$ cat src/rtl/ffpa_pkg.sv
`timescale 1ns / 1ps
// ----------------------------------------------------------------------------
// ffpa_pkg
// Shared codes and control/status types for the first-fit page allocator.
// ----------------------------------------------------------------------------
package ffpa_pkg;

    localparam int MAX_EXTENTS_DEF     = 64;
    localparam int PAGE_INDEX_BITS_DEF = 20;

    localparam logic [1:0] CMD_ADD   = 2'd0;
    localparam logic [1:0] CMD_ALLOC = 2'd1;
    localparam logic [1:0] CMD_FREE  = 2'd2;

    localparam logic [1:0] ST_OK    = 2'd0;
    localparam logic [1:0] ST_NOFIT = 2'd1;
    localparam logic [1:0] ST_FULL  = 2'd2;

    typedef logic [3:0] op_t;

    localparam op_t OP_NONE   = 4'd0;
    localparam op_t OP_LOAD   = 4'd1;
    localparam op_t OP_NEXT   = 4'd2;
    localparam op_t OP_RD_IDX = 4'd3;
    localparam op_t OP_RD_JM1 = 4'd4;
    localparam op_t OP_RD_JP1 = 4'd5;
    localparam op_t OP_SHINIT = 4'd6;
    localparam op_t OP_SHD    = 4'd7;
    localparam op_t OP_SHU    = 4'd8;
    localparam op_t OP_INS    = 4'd9;
    localparam op_t OP_AEV    = 4'd10;
    localparam op_t OP_REMEND = 4'd11;
    localparam op_t OP_MEV    = 4'd12;
    localparam op_t OP_MEND   = 4'd13;
    localparam op_t OP_FULL   = 4'd14;
    localparam op_t OP_NOFIT  = 4'd15;

    typedef struct packed {
        op_t op;
    } dp_ctl_t;

    typedef struct packed {
        logic [1:0] cmd;
        logic       cnt_zero;
        logic       table_full;
        logic       over_free;
        logic       idx_end;
        logic       j_at_pos;
        logic       j_last;
        logic       hit;
        logic       exact;
        logic       kept_full;
    } dp_stat_t;

endpackage

$ cat src/rtl/ffpa_ctrl.sv
`timescale 1ns / 1ps
// ----------------------------------------------------------------------------
// ffpa_ctrl
// Command sequencer: walks the extent table for add, allocate and free.
// ----------------------------------------------------------------------------
module ffpa_ctrl (
    input  logic              clk,
    input  logic              rst_n,
    input  logic              start,
    output logic              busy,
    output logic              done,
    input  ffpa_pkg::dp_stat_t stat,
    output ffpa_pkg::dp_ctl_t  ctl
);
    import ffpa_pkg::*;

    localparam logic [3:0] S_IDLE   = 4'd0;
    localparam logic [3:0] S_DECIDE = 4'd1;
    localparam logic [3:0] S_PRD    = 4'd2;
    localparam logic [3:0] S_PEV    = 4'd3;
    localparam logic [3:0] S_SHRD   = 4'd4;
    localparam logic [3:0] S_SHWR   = 4'd5;
    localparam logic [3:0] S_ARD    = 4'd6;
    localparam logic [3:0] S_AEV    = 4'd7;
    localparam logic [3:0] S_RRD    = 4'd8;
    localparam logic [3:0] S_RWR    = 4'd9;
    localparam logic [3:0] S_MRD    = 4'd10;
    localparam logic [3:0] S_MEV    = 4'd11;
    localparam logic [3:0] S_MEND   = 4'd12;
    localparam logic [3:0] S_FIN    = 4'd13;

    logic [3:0] state_reg;
    logic [3:0] state_next;

    assign busy = (state_reg != S_IDLE);
    assign done = (state_reg == S_FIN);

    always_ff @(posedge clk or negedge rst_n)
    begin
        if (!rst_n)
        begin
            state_reg <= S_IDLE;
        end
        else
        begin
            state_reg <= state_next;
        end
    end

    always_comb
    begin
        state_next = state_reg;
        ctl.op     = OP_NONE;
        unique case (state_reg)
            S_IDLE:
            begin
                if (start)
                begin
                    ctl.op     = OP_LOAD;
                    state_next = S_DECIDE;
                end
            end
            S_DECIDE:
            begin
                if (stat.cnt_zero)
                begin
                    state_next = S_FIN;
                end
                else if (stat.cmd == CMD_ADD)
                begin
                    if (stat.table_full)
                    begin
                        ctl.op     = OP_FULL;
                        state_next = S_FIN;
                    end
                    else
                    begin
                        state_next = S_PRD;
                    end
                end
                else if (stat.cmd == CMD_ALLOC)
                begin
                    if (stat.over_free)
                    begin
                        ctl.op     = OP_NOFIT;
                        state_next = S_FIN;
                    end
                    else
                    begin
                        state_next = S_ARD;
                    end
                end
                else if (stat.cmd == CMD_FREE)
                begin
                    state_next = S_MRD;
                end
                else
                begin
                    state_next = S_FIN;
                end
            end
            S_PRD:
            begin
                if (stat.idx_end)
                begin
                    ctl.op     = OP_SHINIT;
                    state_next = S_SHRD;
                end
                else
                begin
                    ctl.op     = OP_RD_IDX;
                    state_next = S_PEV;
                end
            end
            S_PEV:
            begin
                if (stat.hit)
                begin
                    ctl.op     = OP_SHINIT;
                    state_next = S_SHRD;
                end
                else
                begin
                    ctl.op     = OP_NEXT;
                    state_next = S_PRD;
                end
            end
            S_SHRD:
            begin
                if (stat.j_at_pos)
                begin
                    ctl.op     = OP_INS;
                    state_next = S_FIN;
                end
                else
                begin
                    ctl.op     = OP_RD_JM1;
                    state_next = S_SHWR;
                end
            end
            S_SHWR:
            begin
                ctl.op     = OP_SHD;
                state_next = S_SHRD;
            end
            S_ARD:
            begin
                if (stat.idx_end)
                begin
                    ctl.op     = OP_NOFIT;
                    state_next = S_FIN;
                end
                else
                begin
                    ctl.op     = OP_RD_IDX;
                    state_next = S_AEV;
                end
            end
            S_AEV:
            begin
                ctl.op = OP_AEV;
                if (!stat.hit)
                begin
                    state_next = S_ARD;
                end
                else if (stat.exact)
                begin
                    state_next = S_RRD;
                end
                else
                begin
                    state_next = S_FIN;
                end
            end
            S_RRD:
            begin
                if (stat.j_last)
                begin
                    ctl.op     = OP_REMEND;
                    state_next = S_FIN;
                end
                else
                begin
                    ctl.op     = OP_RD_JP1;
                    state_next = S_RWR;
                end
            end
            S_RWR:
            begin
                ctl.op     = OP_SHU;
                state_next = S_RRD;
            end
            S_MRD:
            begin
                if (stat.idx_end)
                begin
                    state_next = S_MEND;
                end
                else
                begin
                    ctl.op     = OP_RD_IDX;
                    state_next = S_MEV;
                end
            end
            S_MEV:
            begin
                ctl.op     = OP_MEV;
                state_next = S_MRD;
            end
            S_MEND:
            begin
                if (stat.kept_full)
                begin
                    ctl.op     = OP_FULL;
                    state_next = S_FIN;
                end
                else
                begin
                    ctl.op     = OP_MEND;
                    state_next = S_PRD;
                end
            end
            S_FIN:
            begin
                state_next = S_IDLE;
            end
            default:
            begin
                state_next = S_IDLE;
            end
        endcase
    end

endmodule

$ cat src/rtl/ffpa_dp.sv
`timescale 1ns / 1ps
// ----------------------------------------------------------------------------
// ffpa_dp
// Datapath: extent table memory, indexes, free count and result registers.
// ----------------------------------------------------------------------------
module ffpa_dp #(
    parameter int MAX_EXTENTS     = ffpa_pkg::MAX_EXTENTS_DEF,
    parameter int PAGE_INDEX_BITS = ffpa_pkg::PAGE_INDEX_BITS_DEF
) (
    input  logic                       clk,
    input  logic                       rst_n,
    input  logic [1:0]                 cmd,
    input  logic [PAGE_INDEX_BITS-1:0] page_index,
    input  logic [PAGE_INDEX_BITS:0]   page_count,
    input  ffpa_pkg::dp_ctl_t          ctl,
    output ffpa_pkg::dp_stat_t         stat,
    output logic [1:0]                 status,
    output logic [PAGE_INDEX_BITS-1:0] block_start,
    output logic [PAGE_INDEX_BITS:0]   free_total
);
    import ffpa_pkg::*;

    localparam int P  = PAGE_INDEX_BITS;
    localparam int LW = PAGE_INDEX_BITS + 1;
    localparam int CW = $clog2(MAX_EXTENTS + 1);
    localparam int AW = (MAX_EXTENTS > 1) ? $clog2(MAX_EXTENTS) : 1;
    localparam int WW = P + LW;
    localparam logic [CW-1:0] MAX_CNT = CW'(MAX_EXTENTS);
    localparam logic [CW-1:0] ONE     = CW'(1);

    logic [WW-1:0] mem [MAX_EXTENTS];

    logic [1:0]    cmd_reg;
    logic [P-1:0]  s_reg,     s_next;
    logic [LW-1:0] len_reg,   len_next;
    logic [LW-1:0] n_reg,     n_next;
    logic [CW-1:0] idx_reg,   idx_next;
    logic [CW-1:0] jdx_reg,   jdx_next;
    logic [CW-1:0] kept_reg,  kept_next;
    logic [CW-1:0] used_reg,  used_next;
    logic [LW-1:0] free_reg,  free_next;
    logic [1:0]    stat_reg,  stat_next;
    logic [P-1:0]  block_reg, block_next;
    logic [WW-1:0] rd_q;

    logic          rd_en;
    logic [CW-1:0] rd_addr;
    logic          we;
    logic [CW-1:0] waddr;
    logic [WW-1:0] wdata;

    logic [P-1:0]  es;
    logic [LW-1:0] el;
    logic [P+1:0]  blk_end;
    logic [P+1:0]  ext_end;
    logic [LW:0]   len_sum;
    logic [LW-1:0] len_sat;
    logic [LW:0]   free_sum;
    logic [LW-1:0] free_sat;
    logic          hit;

    assign es       = rd_q[WW-1:LW];
    assign el       = rd_q[LW-1:0];
    assign blk_end  = {2'b00, s_reg} + {1'b0, len_reg};
    assign ext_end  = {2'b00, es} + {1'b0, el};
    assign len_sum  = {1'b0, len_reg} + {1'b0, el};
    assign len_sat  = len_sum[LW] ? {LW{1'b1}} : len_sum[LW-1:0];
    assign free_sum = {1'b0, free_reg} + {1'b0, n_reg};
    assign free_sat = free_sum[LW] ? {LW{1'b1}} : free_sum[LW-1:0];

    always_comb
    begin
        unique case (cmd_reg)
            CMD_ADD:   hit = (es > s_reg);
            CMD_ALLOC: hit = (el >= n_reg);
            default:   hit = (blk_end <= {2'b00, es});
        endcase
    end

    assign stat.cmd        = cmd_reg;
    assign stat.cnt_zero   = (n_reg == '0) || (cmd_reg != CMD_ADD && cmd_reg != CMD_ALLOC
                                               && cmd_reg != CMD_FREE);
    assign stat.table_full = (used_reg >= MAX_CNT);
    assign stat.over_free  = (n_reg > free_reg);
    assign stat.idx_end    = (idx_reg == used_reg);
    assign stat.j_at_pos   = (jdx_reg == idx_reg);
    assign stat.j_last     = ((jdx_reg + ONE) == used_reg);
    assign stat.hit        = hit;
    assign stat.exact      = (el == n_reg);
    assign stat.kept_full  = (kept_reg >= MAX_CNT);

    always_comb
    begin
        s_next     = s_reg;
        len_next   = len_reg;
        n_next     = n_reg;
        idx_next   = idx_reg;
        jdx_next   = jdx_reg;
        kept_next  = kept_reg;
        used_next  = used_reg;
        free_next  = free_reg;
        stat_next  = stat_reg;
        block_next = block_reg;
        rd_en      = 1'b0;
        rd_addr    = idx_reg;
        we         = 1'b0;
        waddr      = jdx_reg;
        wdata      = rd_q;
        unique case (ctl.op)
            OP_LOAD:
            begin
                s_next     = page_index;
                len_next   = page_count;
                n_next     = page_count;
                idx_next   = '0;
                kept_next  = '0;
                stat_next  = ST_OK;
                block_next = '0;
            end
            OP_NEXT:
            begin
                idx_next = idx_reg + ONE;
            end
            OP_RD_IDX:
            begin
                rd_en = 1'b1;
            end
            OP_RD_JM1:
            begin
                rd_en   = 1'b1;
                rd_addr = jdx_reg - ONE;
            end
            OP_RD_JP1:
            begin
                rd_en   = 1'b1;
                rd_addr = jdx_reg + ONE;
            end
            OP_SHINIT:
            begin
                jdx_next = used_reg;
            end
            OP_SHD:
            begin
                we       = 1'b1;
                jdx_next = jdx_reg - ONE;
            end
            OP_SHU:
            begin
                we       = 1'b1;
                jdx_next = jdx_reg + ONE;
            end
            OP_INS:
            begin
                we        = 1'b1;
                waddr     = idx_reg;
                wdata     = {s_reg, len_reg};
                used_next = used_reg + ONE;
                free_next = free_sat;
            end
            OP_AEV:
            begin
                if (hit)
                begin
                    block_next = es;
                    free_next  = free_reg - n_reg;
                    jdx_next   = idx_reg;
                    if (el != n_reg)
                    begin
                        we    = 1'b1;
                        waddr = idx_reg;
                        wdata = {P'({1'b0, es} + n_reg), el - n_reg};
                    end
                end
                else
                begin
                    idx_next = idx_reg + ONE;
                end
            end
            OP_REMEND:
            begin
                used_next = used_reg - ONE;
            end
            OP_MEV:
            begin
                idx_next = idx_reg + ONE;
                if (blk_end == {2'b00, es})
                begin
                    len_next = len_sat;
                end
                else if (ext_end == {2'b00, s_reg})
                begin
                    s_next   = es;
                    len_next = len_sat;
                end
                else
                begin
                    we        = 1'b1;
                    waddr     = kept_reg;
                    kept_next = kept_reg + ONE;
                end
            end
            OP_MEND:
            begin
                used_next = kept_reg;
                idx_next  = '0;
            end
            OP_FULL:
            begin
                stat_next = ST_FULL;
            end
            OP_NOFIT:
            begin
                stat_next = ST_NOFIT;
            end
            default:
            begin
            end
        endcase
    end

    always_ff @(posedge clk or negedge rst_n)
    begin
        if (!rst_n)
        begin
            cmd_reg   <= '0;
            idx_reg   <= '0;
            jdx_reg   <= '0;
            kept_reg  <= '0;
            used_reg  <= '0;
            free_reg  <= '0;
            stat_reg  <= ST_OK;
        end
        else
        begin
            if (ctl.op == OP_LOAD)
            begin
                cmd_reg <= cmd;
            end
            idx_reg  <= idx_next;
            jdx_reg  <= jdx_next;
            kept_reg <= kept_next;
            used_reg <= used_next;
            free_reg <= free_next;
            stat_reg <= stat_next;
        end
    end

    always_ff @(posedge clk)
    begin
        s_reg     <= s_next;
        len_reg   <= len_next;
        n_reg     <= n_next;
        block_reg <= block_next;
    end

    always_ff @(posedge clk)
    begin
        if (we)
        begin
            mem[waddr[AW-1:0]] <= wdata;
        end
        if (rd_en)
        begin
            rd_q <= mem[rd_addr[AW-1:0]];
        end
    end

    assign status      = stat_reg;
    assign block_start = block_reg;
    assign free_total  = free_reg;

endmodule

$ cat src/rtl/first_fit_page_allocator.sv
`timescale 1ns / 1ps
// ----------------------------------------------------------------------------
// first_fit_page_allocator
// First-fit page allocator over an address-ordered table of free extents.
// ----------------------------------------------------------------------------
//  channel  handshake          payload
//  command  start / busy       cmd, page_index, page_count
//  result   done (one cycle)   status, block_start, free_total
//
//  An item scans the table for the target entry, then shifts entries to
//  insert or remove one, all through the single-port extent memory (read
//  data registered). A new command is taken only while busy is low. Reset
//  empties the table at once; no clearing pass. busy stays high until the
//  cycle after done; the receiver cannot stall a result.
// ----------------------------------------------------------------------------
module first_fit_page_allocator #(
    parameter int MAX_EXTENTS     = ffpa_pkg::MAX_EXTENTS_DEF,
    parameter int PAGE_INDEX_BITS = ffpa_pkg::PAGE_INDEX_BITS_DEF
) (
    input  logic                       clk,
    input  logic                       rst_n,
    input  logic                       start,
    output logic                       busy,
    input  logic [1:0]                 cmd,
    input  logic [PAGE_INDEX_BITS-1:0] page_index,
    input  logic [PAGE_INDEX_BITS:0]   page_count,
    output logic                       done,
    output logic [1:0]                 status,
    output logic [PAGE_INDEX_BITS-1:0] block_start,
    output logic [PAGE_INDEX_BITS:0]   free_total
);
    import ffpa_pkg::*;

    dp_ctl_t  ctl;
    dp_stat_t stat;

    ffpa_ctrl u_ctrl (
        .clk   (clk),
        .rst_n (rst_n),
        .start (start),
        .busy  (busy),
        .done  (done),
        .stat  (stat),
        .ctl   (ctl)
    );

    ffpa_dp #(
        .MAX_EXTENTS     (MAX_EXTENTS),
        .PAGE_INDEX_BITS (PAGE_INDEX_BITS)
    ) u_dp (
        .clk         (clk),
        .rst_n       (rst_n),
        .cmd         (cmd),
        .page_index  (page_index),
        .page_count  (page_count),
        .ctl         (ctl),
        .stat        (stat),
        .status      (status),
        .block_start (block_start),
        .free_total  (free_total)
    );

endmodule

$ cat config.mk
export PLATFORM = sky130hd
export DESIGN_NAME = first_fit_page_allocator
export DESIGN_NICKNAME = d
export VERILOG_FILES = /design/src/rtl/ffpa_pkg.sv /design/src/rtl/ffpa_ctrl.sv /design/src/rtl/ffpa_dp.sv /design/src/rtl/first_fit_page_allocator.sv
export SDC_FILE = /design/constraint.sdc
export NUM_CORES = 2
export LEC_CHECK = 0
export BUFFER_PORTS_ARGS = -buffer_cell sky130_fd_sc_hd__buf_2
export CORE_MARGIN = 1.5
export CORE_UTILIZATION = 25
export DETAILED_ROUTE_END_ITERATION = 12
export MAX_ROUTING_LAYER = met4
export PLACE_DENSITY = 0.48
export SETUP_SLACK_MARGIN = 0.2
export SLEW_MARGIN = 20
export SYNTH_ARGS = -nofsm -noshare
export SYNTH_HDL_FRONTEND = slang
export SYNTH_SLANG_ARGS = --single-unit
$ cat constraint.sdc
create_clock -name clk -period 17 [get_ports clk]
set_input_delay 2.55 -clock clk [delete_from_list [all_inputs] [get_ports clk]]
set_output_delay 2.55 -clock clk [all_outputs]
set_load 0.01 [all_outputs]
==> key figures <==
Layout
  • FILL cells: around 49000
  • Nets@finish: roughly 10000
  • Layout cell share with drive strength beyond 1: 0.0988
  • Layout area overhead: 15.9%
  • Finished Core Util: 0.291
  • Post-layout instance area: 140000 µm²
  • Max reg flops: 2624

Power
  • Worst vdd ir: 0.196 mV
  • PwrDens: between 200 and 250 nW/µm²
  • Leak pwr: 47.4 nW

CTS
  • # hold bufs at CTS: 0
  • CTS max path bufs: 4
  • Worst-Skew Late Latency: 0.93 ns
  • Num CTS Buffers: 312
  • CTS resizes: 0
  • CTS Root Cell: clkbuf_16
  • CTS tree: yes
  • H-tree lvl count: 5
  • Post-CTS setup buffer count: 0
  • Clock transition at path regs: 0.06 ns
  • Clk sinks: 2804

Floorplanning
  • Die Wd: 697 µm
  • Die area: 486000 µm²
  • Initial Util: 0.252
  • IO Pins: 91
  • Die height: about 700 µm
  • Site row count: between 200 and 300
  • Core area: 479000 µm²

Critical path
  • CP Launch Type: register
  • CP required: 17.65 ns
  • Critical path peak fanout: 115
  • Most frequent CP cell: buf_4
  • Critical Path End Type: register
  • Slowest CP cell: buf_4
  • CP arrival: ~11 ns
  • Largest stage delay, worst path: 0.69 ns
  • CP Class: register to register
  • Reg2reg path depth: 33

Logic synthesis
  • Largest area contributor in the netlist: edfxtp_1
  • Synth warnings: 0
  • Cell variety after synth: 93
  • Most frequent cell after synthesis: edfxtp_1
  • Seq/Total Area, Yosys: 0.696
  • Post-synth top cells: edfxtp_1, nand2_1, nand3_1
  • Async set-reset flop share out of synthesis: 0.0203
  • Synth top area cells: edfxtp_1, nand2_1, nand3_1
  • Post-synth EDFFs: 2747
  • Synth Flop Type: edfxtp_1
  • Post-Syn Area: around 120000 µm²
  • Cell count after synthesis: approximately 9500
  • Mean Syn Cell Area: 12.7 µm²
  • Synthesis-stage register bit count: 2804
  • Share of the synthesized area in the top cell type: 0.684
  • Net Count, Synth: 9766

Timing
  • Tightest Pin Transition: approximately 1.3 ns
  • Post-route minimum period: between 10 and 15 ns
  • Fin worst setup slack: 6.52 ns
  • Unrepaired setup endpoints after global routing: false
  • Hold WS: 0.495 ns
  • Final hold vios: 0
  • Setup TNS: 0 ns
  • Max Freq: 0.0954 GHz
  • Final Setup Violations: 0
  • Crit share post-route: 0.616
  • Final Max Slew Viols: 0
  • Relative slew margins: 0.0965
  • Clk_skew: roughly 0.052 ns

Place
  • Routability cong.: 0.867
  • DPL Wire Length: 243000 µm
  • Buffers on Ports: 90
  • Post-DP Area: ~130000 µm²
  • Setup WS pre-CTS: 6.63 ns

GRT
  • Total Routing Usage GR: 0.169
  • Antenna violations before repair: 28
  • Vias in the first global route: 76400
  • Grt ovf: 0
  • First-pass GRT wire length: 588000 µm
  • Largest net degree at the start of global routing: 140

Routing
  • ANT nets after route: 0
  • Final wirelength: 415000 µm
  • Drt first pass iters: 6
  • DR vias: 80200
  • Drt wl/cell: 25.5 µm
  • DRC: 0
  • DRT iter0 DRCs: 8709
  • Vias per std cell: 4.93

Flow run
  • Max cap viols: 0

Worst hold path
  • Worst hold path class: register to register
  • Hold Crit Depth: 2

Outcome
  • Run status: completed
stage by stage:
| step | cells | power [mW] |
|---|---|---|
| floorplan | 9519 | 18.5 |
| global placement | 15700 | 23.9 |
| detailed placement | 15700 | 23.9 |
| CTS | 16200 | 30.6 |
| global route | 16300 | 32.0 |
| finish | 16300 | 30.5 |
kinds of logic (layout without fill, tap and decap cells):
kind of cell,after synthesis,in the layout,synth area share
AO/OA/AOI/OAI,1101,1101,0.0651
buffers and inverters,729,1059,0.0250
other,0,9,0
AND/OR/NAND/NOR,4264,4264,0.157
adder cells (fa/ha/maj),201,201,0.0214
flip-flops,2804,2804,0.696
multiplexers,277,277,0.0249
XOR/XNOR,143,143,0.0105
where the power goes:
group          internal [mW]  switching, mW
combinational           3.75           10.2
clock                   3.82           2.84
sequential              9.35          0.513
total                   16.9           13.6
critical path: cells and delay by family (launching register included):
kind | cells | cell delay [ns]
AO/OA/AOI/OAI | 14 | 4.08
buffers and inverters | 5 | 2.24
AND/OR/NAND/NOR | 8 | 1.77
multiplexers | 2 | 0.36
adder cells (fa/ha/maj) | 3 | 0.79
XOR/XNOR | 1 | 0.15
flip-flops | 1 | 0.48
layout make-up:
class | instances | area, µm² | area share
Clock buffer | 404 | 8270 | 0.0592
Inverter | 165 | 619 | 0.00443
Clock inverter | 154 | 1600 | 0.0114
Antenna cell | 9 | 22.5 | 0.000161
Sequential cell | 2804 | 83900 | 0.601
Multi-Input combinational cell | 5986 | 34800 | 0.249
Timing Repair Buffer | 336 | 2490 | 0.0179
Tap cell | 6400 | 8010 | 0.0573
final timing paths:
kind | to | slack [ns] | start
max | u_dp.rd_q[2] | 6.52 | u_dp.s_reg[0]
min | u_dp.status[1] | 0.50 | u_dp.status[1]
max reg2reg | u_dp.rd_q[2] | 6.52 | u_dp.s_reg[0]
min reg2reg | u_dp.status[1] | 0.50 | u_dp.status[1]
max in group asynchronous | u_dp.jdx_reg[6] | 14.64 | rst_n
min in group asynchronous | u_dp.free_total[20] | 1.82 | rst_n
placed cells by master (no fill, tap or decap), types with 91 or more instances in the layout:
master / n
edfxtp_1: 2747
nand2_1: 2186
nand3_1: 1367
clkbuf_16: 317
mux2i_1: 245
buf_4: 229
ha_1: 193
a21oi_1: 188
nor2_1: 188
inv_1: 165
o21ai_0: 142
a31oi_1: 108
a211oi_1: 98
and3_1: 94
xnor2_1: 93
buf_2: 91
per-layer routing:
metal / up-vias / part of all wire / GRT usage
met4: 0 / 0.018 / 0.0313
met5: - / 0 / -
met3: 441 / 0.061 / 0.0186
li1: 35600 / - / -
met2: 2874 / 0.47 / 0.270
met1: 41300 / 0.45 / 0.234
No activity file was read; power rests on OpenSTA's default activity.
